===== config.mk =====
export PLATFORM = sky130hd
export DESIGN_NAME = ray_extend_and_clip
export DESIGN_NICKNAME = d
export VERILOG_FILES = /design/src/design/rxc_pkg.sv /design/src/design/rxc_mul.sv /design/src/design/rxc_div.sv /design/src/design/ray_extend_and_clip.sv
export SDC_FILE = /design/constraint.sdc
export NUM_CORES = 1
export LEC_CHECK = 0
export BUFFER_PORTS_ARGS = -buffer_cell sky130_fd_sc_hd__buf_2
export CELL_PAD_IN_SITES_DETAIL_PLACEMENT = 1
export CELL_PAD_IN_SITES_GLOBAL_PLACEMENT = 2
export CORE_MARGIN = 2
export CORE_UTILIZATION = 41
export CTS_CLUSTER_DIAMETER = 100
export DETAILED_ROUTE_END_ITERATION = 12
export GPL_ROUTABILITY_DRIVEN = 0
export PLACE_DENSITY = 0.81
export SKIP_LAST_GASP = 1
export SLEW_MARGIN = 20
export SYNTH_ARGS = -nofsm -noshare
export SYNTH_HDL_FRONTEND = slang
export SYNTH_SLANG_ARGS = --single-unit

===== constraint.sdc =====
create_clock -name clk -period 10.61 [get_ports clk]
set_clock_uncertainty 0.2 [all_clocks]
set_input_delay 2.122 -clock clk [delete_from_list [all_inputs] [get_ports clk]]
set_output_delay 2.122 -clock clk [all_outputs]
set_load 0.01 [all_outputs]

===== src/design/rxc_pkg.sv =====
// ----------------------------------------------------------------------------
// rxc_pkg
// Shared types and constants of the ray extend and clip block.
// ----------------------------------------------------------------------------
package rxc_pkg;

    // frame size defaults
    localparam int FRAME_W_DEF = 320;
    localparam int FRAME_H_DEF = 240;

    // configuration register indexes
    localparam logic [1:0] CFG_ACCURACY_THRESHOLD = 2'd0;
    localparam logic [1:0] CFG_RAMP_STEP          = 2'd1;
    localparam logic [1:0] CFG_MAX_SCALE          = 2'd2;

    localparam int CFG_IDX_W  = 2;
    localparam int CFG_DATA_W = 16;

    // configuration reset values
    localparam logic [15:0] THR_RST  = 16'd30;
    localparam logic [9:0]  STEP_RST = 10'd51;
    localparam logic [10:0] MAXS_RST = 11'd1536;

    // datapath widths
    localparam int COORD_W = 10;
    localparam int DELTA_W = 11;
    localparam int SCALE_W = 11;
    localparam int END_W   = 13;
    localparam int MUL_AW  = 14;
    localparam int MUL_BW  = 11;
    localparam int PROD_W  = MUL_AW + MUL_BW;
    localparam int SUM_W   = PROD_W + 1;
    localparam int NUM_W   = PROD_W;
    localparam int DEN_W   = DELTA_W - 1;

    typedef enum logic [1:0] {
        MODE_OFF  = 2'd0,
        MODE_UP   = 2'd1,
        MODE_ON   = 2'd2,
        MODE_DOWN = 2'd3
    } mode_t;

    typedef enum logic [2:0] {
        CLIP_NONE,
        CLIP_TOP,
        CLIP_RIGHT,
        CLIP_BOTTOM,
        CLIP_LEFT
    } clip_t;

    typedef enum logic [3:0] {
        ST_IDLE,
        ST_EXT_X,
        ST_EXT_Y,
        ST_EXT_Z,
        ST_EDGE,
        ST_MUL_B,
        ST_SUM,
        ST_DIV_GO,
        ST_DIV_WAIT,
        ST_FIN
    } state_t;

    typedef struct packed {
        logic busy;
        logic done;
    } div_status_t;

endpackage


===== src/design/rxc_mul.sv =====
// ----------------------------------------------------------------------------
// rxc_mul
// Shared signed multiplier with a registered product.
// ----------------------------------------------------------------------------
module rxc_mul (
    input  logic                               clk,
    input  logic                               en,
    input  logic signed [rxc_pkg::MUL_AW-1:0]  a,
    input  logic signed [rxc_pkg::MUL_BW-1:0]  b,
    output logic signed [rxc_pkg::PROD_W-1:0]  prod
);

    localparam int PROD_WIDTH = rxc_pkg::PROD_W;

    logic signed [rxc_pkg::PROD_W-1:0] prod_reg;
    logic signed [rxc_pkg::PROD_W-1:0] prod_next;

    always_comb
    begin
        prod_next = PROD_WIDTH'(a) * PROD_WIDTH'(b);
    end

    always_ff @(posedge clk)
    begin
        if (en)
        begin
            prod_reg <= prod_next;
        end
    end

    assign prod = prod_reg;

endmodule


===== src/design/rxc_div.sv =====
// ----------------------------------------------------------------------------
// rxc_div
// Restoring divider on magnitudes, one quotient bit per cycle.
// ----------------------------------------------------------------------------
module rxc_div (
    input  logic                              clk,
    input  logic                              rst_n,
    input  logic                              start,
    input  logic [rxc_pkg::NUM_W-1:0]         num,
    input  logic [rxc_pkg::DEN_W-1:0]         den,
    output logic [rxc_pkg::NUM_W-1:0]         quo,
    output rxc_pkg::div_status_t              status
);

    localparam int NW  = rxc_pkg::NUM_W;
    localparam int DW  = rxc_pkg::DEN_W;
    localparam int CW  = $clog2(NW + 1);

    logic [DW-1:0] rem_reg,  rem_next;
    logic [NW-1:0] quo_reg,  quo_next;
    logic [DW-1:0] den_reg,  den_next;
    logic [CW-1:0] cnt_reg,  cnt_next;
    logic          busy_reg, busy_next;
    logic          done_reg, done_next;
    logic [DW:0]   trial;
    logic          fits;

    always_comb
    begin
        rem_next  = rem_reg;
        quo_next  = quo_reg;
        den_next  = den_reg;
        cnt_next  = cnt_reg;
        busy_next = busy_reg;
        done_next = 1'b0;
        trial     = {rem_reg, quo_reg[NW-1]};
        fits      = (trial >= {1'b0, den_reg});
        if (start)
        begin
            rem_next  = '0;
            quo_next  = num;
            den_next  = den;
            cnt_next  = CW'(NW);
            busy_next = 1'b1;
        end
        else if (busy_reg)
        begin
            if (fits)
            begin
                rem_next = DW'(trial - {1'b0, den_reg});
            end
            else
            begin
                rem_next = trial[DW-1:0];
            end
            quo_next = {quo_reg[NW-2:0], fits};
            cnt_next = cnt_reg - 1'b1;
            if (cnt_reg == CW'(1))
            begin
                busy_next = 1'b0;
                done_next = 1'b1;
            end
        end
    end

    always_ff @(posedge clk or negedge rst_n)
    begin
        if (!rst_n)
        begin
            cnt_reg  <= '0;
            busy_reg <= 1'b0;
            done_reg <= 1'b0;
        end
        else
        begin
            cnt_reg  <= cnt_next;
            busy_reg <= busy_next;
            done_reg <= done_next;
        end
    end

    always_ff @(posedge clk)
    begin
        rem_reg <= rem_next;
        quo_reg <= quo_next;
        den_reg <= den_next;
    end

    assign quo         = quo_reg;
    assign status.busy = busy_reg;
    assign status.done = done_reg;

endmodule


===== src/design/ray_extend_and_clip.sv =====
// ----------------------------------------------------------------------------
// ray_extend_and_clip
// Ray state ramp, confident point capture, tip extension and frame clipping.
// ----------------------------------------------------------------------------
// the sequencer extends the tip and checks the frame edges; when the clipped end is
//   moved along the line it also multiplies, sums and divides before the result
//   is registered; in_stall holds off the next item until the sequencer is idle
//   again, and the 25-step divider sets the worst case
// a waiting result does not block the next item until the next result is ready
// reset clears mode, scale, held points, sequencer and configuration defaults
// ----------------------------------------------------------------------------
module ray_extend_and_clip #(
    parameter int FRAME_W = rxc_pkg::FRAME_W_DEF,
    parameter int FRAME_H = rxc_pkg::FRAME_H_DEF
) (
    input  logic                                 clk,
    input  logic                                 rst_n,
    input  logic                                 cfg_we,
    input  logic [rxc_pkg::CFG_IDX_W-1:0]        cfg_index,
    input  logic [rxc_pkg::CFG_DATA_W-1:0]       cfg_data,
    input  logic                                 in_valid,
    output logic                                 in_stall,
    input  logic [9:0]                           base_x,
    input  logic [9:0]                           base_y,
    input  logic [15:0]                          base_conf,
    input  logic [9:0]                           tip_x,
    input  logic [9:0]                           tip_y,
    input  logic [15:0]                          tip_conf,
    input  logic                                 toggle,
    output logic                                 out_valid,
    input  logic                                 out_stall,
    output logic [9:0]                           start_x,
    output logic [9:0]                           start_y,
    output logic signed [12:0]                   end_x,
    output logic signed [12:0]                   end_y,
    output logic [1:0]                           ray_mode
);

    localparam int CW  = rxc_pkg::COORD_W;
    localparam int DLW = rxc_pkg::DELTA_W;
    localparam int SW  = rxc_pkg::SCALE_W;
    localparam int EW  = rxc_pkg::END_W;
    localparam int AW  = rxc_pkg::MUL_AW;
    localparam int BW  = rxc_pkg::MUL_BW;
    localparam int PW  = rxc_pkg::PROD_W;
    localparam int UW  = rxc_pkg::SUM_W;
    localparam int NW  = rxc_pkg::NUM_W;
    localparam int DW  = rxc_pkg::DEN_W;

    localparam logic signed [EW-1:0] EDGE_R  = EW'(FRAME_W);
    localparam logic signed [EW-1:0] EDGE_B  = EW'(FRAME_H);
    localparam logic signed [EW-1:0] END_MAX = EW'(4095);
    localparam logic signed [EW-1:0] END_MIN = EW'(-4096);
    localparam logic [NW-1:0]        MAG_POS = NW'(4095);
    localparam logic [NW-1:0]        MAG_NEG = NW'(4096);

    // configuration
    logic [15:0]   thr_reg;
    logic [9:0]    step_reg;
    logic [SW-1:0] maxs_reg;

    // ray state and held points
    rxc_pkg::mode_t mode_reg,  mode_next;
    logic [SW-1:0]  scale_reg, scale_next;
    logic [CW-1:0]  hbx_reg, hbx_next, hby_reg, hby_next;
    logic [CW-1:0]  htx_reg, htx_next, hty_reg, hty_next;

    // sequencer and working registers
    rxc_pkg::state_t        state_reg, state_next;
    rxc_pkg::clip_t         clip_reg,  clip_next;
    logic signed [EW-1:0]   ex_reg,    ex_next;
    logic signed [EW-1:0]   ey_reg,    ey_next;
    logic signed [AW-1:0]   diff_reg,  diff_next;
    logic signed [PW-1:0]   acc_reg,   acc_next;
    logic signed [UW-1:0]   num_reg,   num_next;
    logic                   neg_reg,   neg_next;

    // output register
    logic                   ovalid_reg, ovalid_next;
    logic [CW-1:0]          osx_reg, osx_next, osy_reg, osy_next;
    logic signed [EW-1:0]   oex_reg, oex_next, oey_reg, oey_next;
    logic [1:0]             omode_reg, omode_next;

    // shared units
    logic                   mul_en;
    logic signed [AW-1:0]   mul_a;
    logic signed [BW-1:0]   mul_b;
    logic signed [PW-1:0]   prod;
    logic                   div_start;
    logic [NW-1:0]          div_num;
    logic [DW-1:0]          div_den;
    logic [NW-1:0]          div_quo;
    rxc_pkg::div_status_t   div_st;

    // combinational helpers
    logic                   in_acc;
    rxc_pkg::mode_t         mode_tg;
    logic [SW:0]            ramp_sum;
    logic [SW-1:0]          ramp_dif;
    logic signed [DLW-1:0]  dx, dy;
    logic signed [UW-1:0]   ext_sum;
    logic signed [UW-1:0]   ext_q;
    logic signed [DLW-1:0]  den_s;
    logic [DLW-1:0]         den_abs;
    logic [UW-1:0]          num_abs;
    logic signed [EW-1:0]   quo_sat;
    logic                   vert_kept;

    assign in_acc = in_valid && !in_stall;
    assign dx = $signed({1'b0, htx_reg}) - $signed({1'b0, hbx_reg});
    assign dy = $signed({1'b0, hty_reg}) - $signed({1'b0, hby_reg});

    // top and bottom move x and divide by dy; right and left the other way
    assign vert_kept = (clip_reg == rxc_pkg::CLIP_TOP) || (clip_reg == rxc_pkg::CLIP_BOTTOM);

    rxc_mul u_mul (
        .clk  (clk),
        .en   (mul_en),
        .a    (mul_a),
        .b    (mul_b),
        .prod (prod)
    );

    rxc_div u_div (
        .clk    (clk),
        .rst_n  (rst_n),
        .start  (div_start),
        .num    (div_num),
        .den    (div_den),
        .quo    (div_quo),
        .status (div_st)
    );

    // configuration writes
    always_ff @(posedge clk or negedge rst_n)
    begin
        if (!rst_n)
        begin
            thr_reg  <= rxc_pkg::THR_RST;
            step_reg <= rxc_pkg::STEP_RST;
            maxs_reg <= rxc_pkg::MAXS_RST;
        end
        else if (cfg_we)
        begin
            case (cfg_index)
                rxc_pkg::CFG_ACCURACY_THRESHOLD: thr_reg  <= cfg_data;
                rxc_pkg::CFG_RAMP_STEP:          step_reg <= cfg_data[9:0];
                rxc_pkg::CFG_MAX_SCALE:          maxs_reg <= cfg_data[SW-1:0];
                default:                         ;
            endcase
        end
    end

    // toggle, ramp and capture, taken at the accept edge
    always_comb
    begin
        mode_next  = mode_reg;
        scale_next = scale_reg;
        hbx_next   = hbx_reg;
        hby_next   = hby_reg;
        htx_next   = htx_reg;
        hty_next   = hty_reg;
        mode_tg    = mode_reg;
        ramp_sum   = {1'b0, scale_reg} + {2'b00, step_reg};
        ramp_dif   = (scale_reg > {1'b0, step_reg}) ? (scale_reg - {1'b0, step_reg}) : '0;
        if (in_acc)
        begin
            if (toggle)
            begin
                if (mode_reg == rxc_pkg::MODE_OFF || mode_reg == rxc_pkg::MODE_DOWN)
                begin
                    mode_tg = rxc_pkg::MODE_UP;
                end
                else
                begin
                    mode_tg = rxc_pkg::MODE_DOWN;
                end
            end
            mode_next = mode_tg;
            case (mode_tg)
                rxc_pkg::MODE_OFF:
                begin
                    scale_next = '0;
                end
                rxc_pkg::MODE_UP:
                begin
                    if (ramp_sum >= {1'b0, maxs_reg})
                    begin
                        scale_next = maxs_reg;
                        mode_next  = rxc_pkg::MODE_ON;
                    end
                    else
                    begin
                        scale_next = ramp_sum[SW-1:0];
                    end
                end
                rxc_pkg::MODE_ON:
                begin
                    scale_next = maxs_reg;
                end
                default:
                begin
                    scale_next = (ramp_dif > maxs_reg) ? maxs_reg : ramp_dif;
                    if (scale_next == '0)
                    begin
                        mode_next = rxc_pkg::MODE_OFF;
                    end
                end
            endcase
            if (base_conf > thr_reg)
            begin
                hbx_next = base_x;
                hby_next = base_y;
            end
            if (tip_conf > thr_reg)
            begin
                htx_next = tip_x;
                hty_next = tip_y;
            end
        end
    end

    // sequencer
    always_comb
    begin
        state_next  = state_reg;
        clip_next   = clip_reg;
        ex_next     = ex_reg;
        ey_next     = ey_reg;
        diff_next   = diff_reg;
        acc_next    = acc_reg;
        num_next    = num_reg;
        neg_next    = neg_reg;
        ovalid_next = ovalid_reg && out_stall;
        osx_next    = osx_reg;
        osy_next    = osy_reg;
        oex_next    = oex_reg;
        oey_next    = oey_reg;
        omode_next  = omode_reg;
        mul_en      = 1'b0;
        mul_a       = '0;
        mul_b       = '0;
        div_start   = 1'b0;
        div_num     = '0;
        div_den     = '0;
        in_stall    = (state_reg != rxc_pkg::ST_IDLE);

        // extension: truncate toward zero on the divide by 1024
        ext_sum = (state_reg == rxc_pkg::ST_EXT_Y)
                ? ($signed({1'b0, htx_reg, 10'd0}) + UW'(prod))
                : ($signed({1'b0, hty_reg, 10'd0}) + UW'(prod));
        ext_q   = (ext_sum >>> 10) + UW'(ext_sum[UW-1] && (ext_sum[9:0] != 10'd0));

        den_s   = vert_kept ? dy : dx;
        den_abs = den_s[DLW-1] ? (DLW'(0) - den_s) : den_s;
        num_abs = num_reg[UW-1] ? (UW'(0) - num_reg) : num_reg;

        if (neg_reg)
        begin
            quo_sat = (div_quo > MAG_NEG) ? END_MIN : (EW'(0) - EW'(div_quo));
        end
        else
        begin
            quo_sat = (div_quo > MAG_POS) ? END_MAX : EW'(div_quo);
        end

        case (state_reg)
            rxc_pkg::ST_IDLE:
            begin
                if (in_valid)
                begin
                    state_next = rxc_pkg::ST_EXT_X;
                end
            end
            rxc_pkg::ST_EXT_X:
            begin
                mul_en     = 1'b1;
                mul_a      = AW'($signed({1'b0, scale_reg}));
                mul_b      = dx;
                clip_next  = rxc_pkg::CLIP_NONE;
                state_next = rxc_pkg::ST_EXT_Y;
            end
            rxc_pkg::ST_EXT_Y:
            begin
                ex_next    = ext_q[EW-1:0];
                mul_en     = 1'b1;
                mul_a      = AW'($signed({1'b0, scale_reg}));
                mul_b      = dy;
                state_next = rxc_pkg::ST_EXT_Z;
            end
            rxc_pkg::ST_EXT_Z:
            begin
                ey_next    = ext_q[EW-1:0];
                state_next = rxc_pkg::ST_EDGE;
            end
            rxc_pkg::ST_EDGE:
            begin
                // first violated edge in the order top, right, bottom, left
                state_next = rxc_pkg::ST_MUL_B;
                mul_en     = 1'b1;
                if (ey_reg < 0)
                begin
                    clip_next = rxc_pkg::CLIP_TOP;
                    mul_a     = AW'(ex_reg);
                    mul_b     = dy;
                    diff_next = AW'(0) - AW'(ey_reg);
                    ey_next   = '0;
                    if (dy == '0)
                    begin
                        state_next = rxc_pkg::ST_FIN;
                    end
                end
                else if (ex_reg > EDGE_R)
                begin
                    clip_next = rxc_pkg::CLIP_RIGHT;
                    mul_a     = AW'(ey_reg);
                    mul_b     = dx;
                    diff_next = AW'(EDGE_R) - AW'(ex_reg);
                    ex_next   = EDGE_R;
                    if (dx == '0)
                    begin
                        state_next = rxc_pkg::ST_FIN;
                    end
                end
                else if (ey_reg > EDGE_B)
                begin
                    clip_next = rxc_pkg::CLIP_BOTTOM;
                    mul_a     = AW'(ex_reg);
                    mul_b     = dy;
                    diff_next = AW'(EDGE_B) - AW'(ey_reg);
                    ey_next   = EDGE_B;
                    if (dy == '0)
                    begin
                        state_next = rxc_pkg::ST_FIN;
                    end
                end
                else if (ex_reg < 0)
                begin
                    clip_next = rxc_pkg::CLIP_LEFT;
                    mul_a     = AW'(ey_reg);
                    mul_b     = dx;
                    diff_next = AW'(0) - AW'(ex_reg);
                    ex_next   = '0;
                    if (dx == '0)
                    begin
                        state_next = rxc_pkg::ST_FIN;
                    end
                end
                else
                begin
                    mul_en     = 1'b0;
                    state_next = rxc_pkg::ST_FIN;
                end
            end
            rxc_pkg::ST_MUL_B:
            begin
                acc_next   = prod;
                mul_en     = 1'b1;
                mul_a      = diff_reg;
                mul_b      = vert_kept ? dx : dy;
                state_next = rxc_pkg::ST_SUM;
            end
            rxc_pkg::ST_SUM:
            begin
                num_next   = UW'(acc_reg) + UW'(prod);
                state_next = rxc_pkg::ST_DIV_GO;
            end
            rxc_pkg::ST_DIV_GO:
            begin
                div_start  = 1'b1;
                div_num    = num_abs[NW-1:0];
                div_den    = den_abs[DW-1:0];
                neg_next   = num_reg[UW-1] ^ den_s[DLW-1];
                state_next = rxc_pkg::ST_DIV_WAIT;
            end
            rxc_pkg::ST_DIV_WAIT:
            begin
                if (div_st.done)
                begin
                    if (vert_kept)
                    begin
                        ex_next = quo_sat;
                    end
                    else
                    begin
                        ey_next = quo_sat;
                    end
                    state_next = rxc_pkg::ST_FIN;
                end
            end
            rxc_pkg::ST_FIN:
            begin
                if (!ovalid_reg || !out_stall)
                begin
                    ovalid_next = 1'b1;
                    osx_next    = htx_reg;
                    osy_next    = hty_reg;
                    oex_next    = ex_reg;
                    oey_next    = ey_reg;
                    omode_next  = mode_reg;
                    state_next  = rxc_pkg::ST_IDLE;
                end
            end
            default:
            begin
                state_next = rxc_pkg::ST_IDLE;
            end
        endcase
    end

    always_ff @(posedge clk or negedge rst_n)
    begin
        if (!rst_n)
        begin
            state_reg  <= rxc_pkg::ST_IDLE;
            mode_reg   <= rxc_pkg::MODE_OFF;
            scale_reg  <= '0;
            hbx_reg    <= '0;
            hby_reg    <= '0;
            htx_reg    <= '0;
            hty_reg    <= '0;
            clip_reg   <= rxc_pkg::CLIP_NONE;
            ovalid_reg <= 1'b0;
        end
        else
        begin
            state_reg  <= state_next;
            mode_reg   <= mode_next;
            scale_reg  <= scale_next;
            hbx_reg    <= hbx_next;
            hby_reg    <= hby_next;
            htx_reg    <= htx_next;
            hty_reg    <= hty_next;
            clip_reg   <= clip_next;
            ovalid_reg <= ovalid_next;
        end
    end

    always_ff @(posedge clk)
    begin
        ex_reg    <= ex_next;
        ey_reg    <= ey_next;
        diff_reg  <= diff_next;
        acc_reg   <= acc_next;
        num_reg   <= num_next;
        neg_reg   <= neg_next;
        osx_reg   <= osx_next;
        osy_reg   <= osy_next;
        oex_reg   <= oex_next;
        oey_reg   <= oey_next;
        omode_reg <= omode_next;
    end

    assign out_valid = ovalid_reg;
    assign start_x   = osx_reg;
    assign start_y   = osy_reg;
    assign end_x     = oex_reg;
    assign end_y     = oey_reg;
    assign ray_mode  = omode_reg;

    // ray off always means no extension
    assert property (@(posedge clk) disable iff (!rst_n)
        (mode_reg == rxc_pkg::MODE_OFF) |-> (scale_reg == '0))
        else $error("ray off with nonzero scale");

    // the sequencer only waits on a divider that is running or finishing
    assert property (@(posedge clk) disable iff (!rst_n)
        (state_reg == rxc_pkg::ST_DIV_WAIT) |-> (div_st.busy || div_st.done))
        else $error("waiting on an idle divider");

    // a finished item always lands in the output register
    assert property (@(posedge clk) disable iff (!rst_n)
        (state_reg == rxc_pkg::ST_FIN && state_next == rxc_pkg::ST_IDLE) |=> out_valid)
        else $error("finished item not presented");

    // the divider is never restarted while it runs
    assert property (@(posedge clk) disable iff (!rst_n)
        div_start |-> !div_st.busy)
        else $error("divider restarted while busy");

endmodule

==> out/results.ini, run 1 <==
[global_routing]
antenna_found_initial = 4
overflow = 0
grt_max_degree = 69
grt_pass1_vias = 21200
grtUsageTotal_pct = 25.6
grt_first_pass_wirelength_mm = 126

[clock_network]
clock_sinks = 314
postCtsSetupBuffers = 0
cts_root_buf = clkbuf_16
clk_pin_slew_ns = 0.06
cts_hold_buf = 0
cts_made_buffers = 40
clk_latency_ns = 0.56
clk_path_buf_depth = 3
cts_tree = built
ctsResizeCount = 0
htreeDepth = 2

[floorplan]
initial_core_util_pct = 41.4
die_w_um = 254
die_h_um = 254
io_pins = 146
core_area_um2 = 61700
num_rows = 91
die_area_um2 = 64400

[cells_and_area]
layout.cells.most_common_list = 320 x inv_1, 236 x nand2_1, 235 x nor2_1
nets = 3194
final_area_um2 = 28500
fillers = 7042
syn2layout_area_growth_pct = 11.2
layout_commonest_cell = inv_1
fin_util_pct = 46.1
drive_gt1_share_pct = 13.4
largest_register_ffs = 26

[critical_path]
cp_data_required_time_ns = 10.71
cpLargestDelayFamily = adder cells
r2r_cells = 29
slowest_delay_ns = 0.66
crit_buf_inv = 6
path_max_fanout = 13
worstPathArrival_ns = 9.34
timing_worst_setup_path_type = flip-flop to flip-flop
cp.depth = 29
critPathCaptureType = flip-flop
slowest_stage = or2_0
start_kind = flip-flop

[hold_path]
hold_class = flip-flop to flip-flop
hold_depth = 2

[drt]
drtIter0Drc = 1224
routed_wl_mm = 80.6
vias = 20100
dr.pass1.iters = 5
route.detailed.drc = 0
wl_per_cell_um = 22.3
vias_per_cell = 5.57
postRouteAntennaNets = 0

[synth]
synth-edff-count = 200
netlist_area_um2 = 25600
yosysWarnings = 0
yosysTopAreaCell = edfxtp_1
syn_avg_cell_area_um2 = 9.76
ys_types = 98
synth_top_area_share_pct = 23.5
ys_dominant_reg_cell = edfxtp_1
synth-async-reset-ratio_pct = 33.1
yosysSeqAreaShare_pct = 34.5
ys_seq_elements = 314
syn_nets = 3070
ys_top_cells_by_area = edfxtp_1 23%, fa_1 12%, ha_1 9.9%, dfrtp_1 9.2%, inv_1 4.7%
synth_cells = 2621

[placed_design]
port_buffers = 145
placedInstanceArea_um2 = 27200
dp_hpwl_mm = 65.1
pre_cts_ws_ns = 1.49

[run_status]
status = complete, no violations

[timing]
slew_viol_final = 0
clock.fmax_mhz = 108
fin_ws_ns = 1.37
hold_viol_final = 0
fin_crit_sh_pct = 87.1
tightestPinTransition_ns = 1.08
setup_tns_ns = 0
setup_viol = 0
rsz0062_at_grt = false
period_needed_ns = 9.24
maxSlewHeadroom_pct = 28.3

[run]
maxCapViolations = 0

metal layers:
metal | up-vias | GRT usage [%] | routed length (um)
met5 | - | 0 | 27
met4 | 4 | 7.63 | 2450
met2 | 464 | 41.2 | 37100
met1 | 10200 | 35.9 | 37100
met3 | 131 | 3.23 | 3960
li1 | 9351 | - | -
Yosys cell counts (31+ instances only):
library cell / count
a21o_1: 31
a21oi_1: 109
clkbuf_1: 61
dfrtp_1: 94
edfxtp_1: 200
fa_1: 151
ha_1: 202
inv_1: 320
mux2_2: 78
nand2_1: 236
nand2b_1: 31
nand3_1: 36
nor2_1: 237
nor3_1: 60
o21ai_0: 137
xnor2_1: 86
xor2_1: 63
worst reg2reg max path, delay by kind of cell, from the launching register on:
family,cells,cell delay [ns]
compound gates,7,1.80
fa+ha+maj,7,3.07
flops,1,0.48
simple gates,8,2.48
xor+xnor,1,0.08
buf+inv,6,0.85
worst paths after layout:
check	from	end	slack [ns]
max in group asynchronous	rst_n	state_reg[1]$_DFFE_PN0P_	7.54
worst min register to register	u_div.rem_reg[9]$_SDFFE_PP0P_	u_div.rem_reg[9]$_SDFFE_PP0P_	0.28
min in group asynchronous	rst_n	thr_reg[11]$_DFFE_PN0P_	1.32
worst max-delay path	ey_reg[0]$_DFFE_PP_	u_mul.prod[23]$_DFFE_PP_	1.37
worst max register to register	ey_reg[0]$_DFFE_PP_	u_mul.prod[23]$_DFFE_PP_	1.37
worst min-delay path	u_div.rem_reg[9]$_SDFFE_PP0P_	u_div.rem_reg[9]$_SDFFE_PP0P_	0.28
through the flow:
stage / hold WS [ns] / instances
after detailed placement: 0.270 / 3540
after CTS: 0.281 / 3611
after global routing: 0.320 / 3612
after global placement: 0.265 / 3540
after floorplan: 0.223 / 2621
final: 0.281 / 3612
final cells by class:
cell class	instances	area, um^2	share of cell area [%]
Multi-Input combinational cell	1901	15200	53.5
Tap cell	837	1050	3.68
Timing Repair Buffer	168	901	3.17
Clock inverter	17	143	0.501
Sequential cell	314	8820	31.0
Antenna cell	1	2.50	0.00879
Inverter	320	1200	4.22
Clock buffer	54	1120	3.95
logic make-up (layout without fill, tap and decap cells):
group	count (synthesis)	after routing	synth area share, %
flip-flops	314	314	34.5
AND/OR/NAND/NOR	786	786	14.6
multiplexers	94	94	4.06
XOR/XNOR	149	149	5.10
adder cells (fa/ha/maj)	353	353	21.7
other	0	1	0
buffers and inverters	406	559	6.32
AO/OA/AOI/OAI	519	519	13.8
Power of run 1 is left out: the tool's default activity adds up to more than one toggle a clock period on the data nets, which glitch-free logic cannot reach.
==> run 2, diff against run 1 <==
--- a/config.mk
+++ b/config.mk
@@ -13,7 +13,7 @@
 export CTS_CLUSTER_DIAMETER = 100
 export DETAILED_ROUTE_END_ITERATION = 12
 export GPL_ROUTABILITY_DRIVEN = 0
-export PLACE_DENSITY = 0.81
+export PLACE_DENSITY_LB_ADDON = 0.1
 export SKIP_LAST_GASP = 1
 export SLEW_MARGIN = 20
 export SYNTH_ARGS = -nofsm -noshare
==> run 2 against run 1 <==
Effect of this change:
- fmax is 0.27% higher
- first-iteration DRC count is 7.8% lower
- critical endpoint is now u_mul.prod[24]$_DFFE_PP_
- largest cell class unchanged
- via count is 1.1% lower
==> out/results.ini, run 2 (synthesis results as in run 1) <==
[run_status]
status = complete, no violations

[floorplan]
die_h_um = 254  ; unchanged
die_w_um = 254  ; unchanged
num_rows = 91  ; unchanged
die_area_um2 = 64400  ; unchanged
io_pins = 146  ; unchanged
initial_core_util_pct = 41.4  ; unchanged
core_area_um2 = 61700  ; unchanged

[clock_network]
clk_latency_ns = 0.57  ; about the same
clk_path_buf_depth = 3  ; unchanged
clock_sinks = 314  ; unchanged
postCtsSetupBuffers = 0  ; unchanged
htreeDepth = 2  ; unchanged
cts_made_buffers = 38  ; -5.0%
cts_hold_buf = 0  ; unchanged
cts_tree = built
cts_root_buf = clkbuf_16
clk_pin_slew_ns = 0.06  ; about the same
ctsResizeCount = 0  ; unchanged

[critical_path]
r2r_cells = 27  ; -6.9%
critPathCaptureType = flip-flop
timing_worst_setup_path_type = flip-flop to flip-flop
cp_data_required_time_ns = 10.72  ; about the same
worstPathArrival_ns = 9.32  ; -0.02 ns
path_max_fanout = 13  ; unchanged
start_kind = flip-flop

[timing]
maxSlewHeadroom_pct = 26.0  ; -2.3 points
hold_viol_final = 0  ; unchanged
tightestPinTransition_ns = 1.11  ; +0.0338 ns
clock.fmax_mhz = 109  ; +0.27%
rsz0062_at_grt = false
setup_tns_ns = 0  ; unchanged
slew_viol_final = 0  ; unchanged
setup_viol = 0  ; unchanged
fin_crit_sh_pct = 86.9  ; -0.23 points
period_needed_ns = 9.22  ; -0.0244 ns
fin_ws_ns = 1.39  ; +0.0244 ns

[global_routing]
overflow = 0  ; unchanged
grt_max_degree = 67  ; -2.9%
grt_pass1_vias = 21300  ; +0.29%
grt_first_pass_wirelength_mm = 125  ; -0.73%
antenna_found_initial = 1  ; -3
grtUsageTotal_pct = 25.5  ; -0.11 points

[placed_design]
pre_cts_ws_ns = 1.49  ; -0.00168 ns
port_buffers = 145  ; unchanged
dp_hpwl_mm = 64.5  ; -0.86%

[hold_path]
hold_depth = 0  ; -2
hold_class = flip-flop to flip-flop

[cells_and_area]
layout_commonest_cell = inv_1
syn2layout_area_growth_pct = 11.1
antennaDiodeCount = 0  ; -1
layout.cells.most_common_list = 319 x inv_1, 236 x nand2_1, 235 x nor2_1
largest_register_ffs = 26  ; unchanged
nets = 3193  ; -0.031%
fin_util_pct = 46.0  ; -0.065 points
drive_gt1_share_pct = 13.3  ; -0.12 points

[drt]
route.detailed.drc = 0  ; unchanged
dr.pass1.iters = 7  ; +2
drtIter0Drc = 1128  ; -7.8%
postRouteAntennaNets = 0  ; unchanged
vias = 19900  ; -1.1%
vias_per_cell = 5.52  ; -0.91%
wl_per_cell_um = 22.2  ; -0.44%
routed_wl_mm = 80.2  ; -0.60%

[run]
maxCapViolations = 0  ; unchanged

-- run 2: per-stage QoR --
stage | instances | instance area [um^2] | hold WS, ns
finish | 3606 | 28400 | 0.279
global route | 3606 | 28400 | 0.303
CTS | 3606 | 28400 | 0.287
detailed placement | 3541 | 27200 | 0.270
global placement | 3541 | 27200 | 0.260
floorplan | 2621 | 25600 | 0.223
-- run 2: per-layer routing --
layer,global-route usage (%),vias up,share of wire (%)
met5,0,-,0
met3,2.92,86,4.0
met4,6.12,0,2.2
met1,35.5,10100,47
li1,-,9342,-
met2,42.3,393,47
-- run 2: critical path: stages (launching register included) --
cell and delay (ns):
edfxtp_1 0.49, inv_1 0.12, ha_1 0.18, nor3b_2 0.45
o21ai_1 0.28, nand2b_1 0.38, o21ai_4 0.13, nor3_4 0.67
or2_0 0.71, a22oi_2 0.36, inv_1 0.26, nand2_1 0.11
fa_1 0.52, fa_1 0.56, inv_1 0.06, fa_1 0.50
fa_1 0.56, inv_1 0.06, fa_1 0.54, inv_1 0.04
ha_1 0.31, or2_2 0.32, a21oi_1 0.15, a21oi_1 0.11
a21oi_1 0.24, o21ai_0 0.17, o41a_1 0.35, xnor2_1 0.13
-- run 2: path summary, 6_finish.rpt --
check | from | endpoint | slack, ns
worst min-delay path | hty_reg[0]$_DFFE_PN0P_ | start_y[0]$_DFFE_PP_ | 0.28
worst min register to register | hty_reg[0]$_DFFE_PN0P_ | start_y[0]$_DFFE_PP_ | 0.28
worst max-delay path | ey_reg[0]$_DFFE_PP_ | u_mul.prod[24]$_DFFE_PP_ | 1.39
worst max register to register | ey_reg[0]$_DFFE_PP_ | u_mul.prod[24]$_DFFE_PP_ | 1.39
min in group asynchronous | rst_n | thr_reg[11]$_DFFE_PN0P_ | 1.33
max in group asynchronous | rst_n | maxs_reg[3]$_DFFE_PN0P_ | 7.59
-- run 2: final cells by class --
class | instances | area, um^2
clock buffer | 49 | 1070
timing repair buffer | 169 | 908
multi-input combinational | 1901 | 15200
sequential | 314 | 8820
clock inverter | 16 | 169
tap | 837 | 1050
fill | 7042 | 33300
inverter | 320 | 1200
Power of run 2 is left out for the same reason.
==> run 3, diff against run 2 <==
--- a/config.mk
+++ b/config.mk
@@ -14,6 +14,7 @@
 export DETAILED_ROUTE_END_ITERATION = 12
 export GPL_ROUTABILITY_DRIVEN = 0
 export PLACE_DENSITY_LB_ADDON = 0.1
+export REMOVE_ABC_BUFFERS = 1
 export SKIP_LAST_GASP = 1
 export SLEW_MARGIN = 20
 export SYNTH_ARGS = -nofsm -noshare
==> run 3 against run 2 <==
Effect of this change:
- die area unchanged
- first-iteration DRC count barely moved
- clock-buffer cell count is 5 higher
- sequential share of layout area decreased by 0.31 points
- utilization increased by 0.47 points
- cell count grew 0.55%
- register-to-register slack improved by 0.10 ns
- final area up 1.0%
- flip-flop and latch count stayed put
- critical path type unchanged
- highest routed layer unchanged
==> out/results.ini, run 3 (synthesis results as in run 1) <==
[floorplan]
die_h_um = 254  ; unchanged
io_pins = 146  ; unchanged
initial_core_util_pct = 41.4  ; unchanged
die_w_um = 254  ; unchanged
core_area_um2 = 61700  ; unchanged
num_rows = 91  ; unchanged
die_area_um2 = 64400  ; unchanged

[run]
maxCapViolations = 0  ; unchanged

[critical_path]
timing_worst_setup_path_type = flip-flop to flip-flop
r2r-start = ey_reg[0]$_DFFE_PP_
slowest_stage = or2_0
worstPathArrival_ns = 9.21  ; -0.11 ns
path_max_fanout = 13  ; unchanged
critPathCaptureType = flip-flop
cp_data_required_time_ns = 10.71  ; about the same
start_kind = flip-flop
slowest_delay_ns = 0.66  ; -0.05 ns
rrSetupSlack_ns = 1.50  ; +0.10 ns
timing.rr.end = u_mul.prod[23]$_DFFE_PP_
r2r_cells = 30  ; +11%

[hold_path]
holdPathEnd = acc_reg[7]$_DFFE_PP_
hold_depth = 0  ; unchanged
hold_class = flip-flop to flip-flop
hold_path.startpoint = u_mul.prod[7]$_DFFE_PP_

[clock_network]
cts_made_buffers = 41  ; +7.9%
htreeDepth = 2  ; unchanged
clk_latency_ns = 0.59  ; +0.02 ns
ctsResizeCount = 0  ; unchanged
cts_hold_buf = 0  ; unchanged
clock_sinks = 314  ; unchanged
cts_root_buf = clkbuf_16
cts_tree = built
clk_path_buf_depth = 3  ; unchanged
postCtsSetupBuffers = 0  ; unchanged
clk_pin_slew_ns = 0.06  ; about the same

[timing]
clock.fmax_mhz = 110  ; +1.1%
setup_tns_ns = 0  ; unchanged
fin_crit_sh_pct = 85.9  ; -0.95 points
hold_viol_final = 0  ; unchanged
period_needed_ns = 9.11  ; -0.101 ns
maxSlewHeadroom_pct = 26.0  ; -0.042 points
tightestPinTransition_ns = 1.11  ; -0.00280 ns
fin_ws_ns = 1.50  ; +0.101 ns
slew_viol_final = 0  ; unchanged
rsz0062_at_grt = false
holdWs_ns = 0.291  ; +0.0116 ns
setup_viol = 0  ; unchanged

[drt]
vias = 19900  ; +0.17%
routed_wl_mm = 80.8  ; +0.84%
postRouteAntennaNets = 0  ; unchanged
wl_per_cell_um = 22.3  ; +0.29%
route.top_layer_used = met4
vias_per_cell = 5.50  ; -0.39%
met3_length_mm = 3.84  ; +19%
wl_met2_mm = 38.9  ; +3.1%
drtIter0Drc = 1129  ; +0.089%
wl_met1_mm = 36.0  ; -3.9%
route.detailed.drc = 0  ; unchanged
dr.pass1.iters = 7  ; unchanged

[cells_and_area]
drive_gt1_share_pct = 13.7  ; +0.42 points
layout.cells.most_common_list = 320 x inv_1, 236 x nand2_1, 235 x nor2_1
finalNonFillerCells = 3626  ; +0.55%
nets = 3203  ; +0.31%
syn2layout_area_growth_pct = 12.2
largest_register_ffs = 26  ; unchanged
layout_commonest_cell = inv_1

[run_status]
status = complete, no violations

[global_routing]
antenna_found_initial = 4  ; +3
overflow = 0  ; unchanged
grt_first_pass_wirelength_mm = 126  ; +0.41%
grt_pass1_vias = 21500  ; +1.1%
grtUsageTotal_pct = 25.6  ; +0.11 points
grt_max_degree = 68  ; +1.5%

[placed_design]
port_buffers = 145  ; unchanged
placed_cells = 3547  ; +0.17%
pre_cts_ws_ns = 1.64  ; +0.151 ns
dp_hpwl_mm = 64.5  ; about the same

## run 3: per-layer routing
metal | vias to the layer above | track usage (%)
met5 | - | 0
met4 | 0 | 7.18
met3 | 122 | 4.17
met2 | 388 | 43.6
met1 | 10100 | 33.5
li1 | 9369 | -
## run 3: layout make-up
cell class / instances / area (um^2)
multi-input combinational: 1901 / 15200
clock inverter: 21 / 314
sequential: 314 / 8820
fill: 6999 / 33000
inverter: 320 / 1200
tap: 837 / 1050
timing repair buffer: 176 / 961
antenna: 3 / 7.51
clock buffer: 54 / 1150
## run 3: metrics by stage
step | cell area, um^2 | util [%]
after floorplan | 25200 | -
after global placement | 27200 | 44.1
after detailed placement | 27200 | 44.1
after CTS | 28700 | 46.5
after global routing | 28700 | 46.5
final | 28700 | 46.5
## run 3: worst max path at each step
stage | startpoint | endpoint | slack (ns) | depth (start not counted)
2_1_floorplan | state_reg[1]$_DFFE_PN0P_ | u_mul.prod[23]$_DFFE_PP_ | 2.37 | 23
3_3_place_gp | ex_reg[0]$_DFFE_PP_ | u_mul.prod[24]$_DFFE_PP_ | 2.05 | 29
3_5_place_dp | ey_reg[0]$_DFFE_PP_ | u_mul.prod[23]$_DFFE_PP_ | 1.64 | 30
4_1_cts | ey_reg[0]$_DFFE_PP_ | u_mul.prod[23]$_DFFE_PP_ | 1.55 | 30
5_1_grt | ey_reg[0]$_DFFE_PP_ | u_mul.prod[23]$_DFFE_PP_ | 0.99 | 30
6_report | ey_reg[0]$_DFFE_PP_ | u_mul.prod[23]$_DFFE_PP_ | 1.50 | 30
## run 3: worst max-delay path: cells and delay by family (launching register included)
| kind | cells | cell delay [ns] |
|---|---|---|
| DFF | 1 | 0.48 |
| adders and majority gates | 7 | 3.03 |
| buffers and inverters | 6 | 0.83 |
| and+or+nand+nor | 6 | 1.97 |
| AOI/OAI and AO/OA | 10 | 2.23 |
| xor gates and xnor gates | 1 | 0.08 |
Power of run 3 is left out for the same reason.
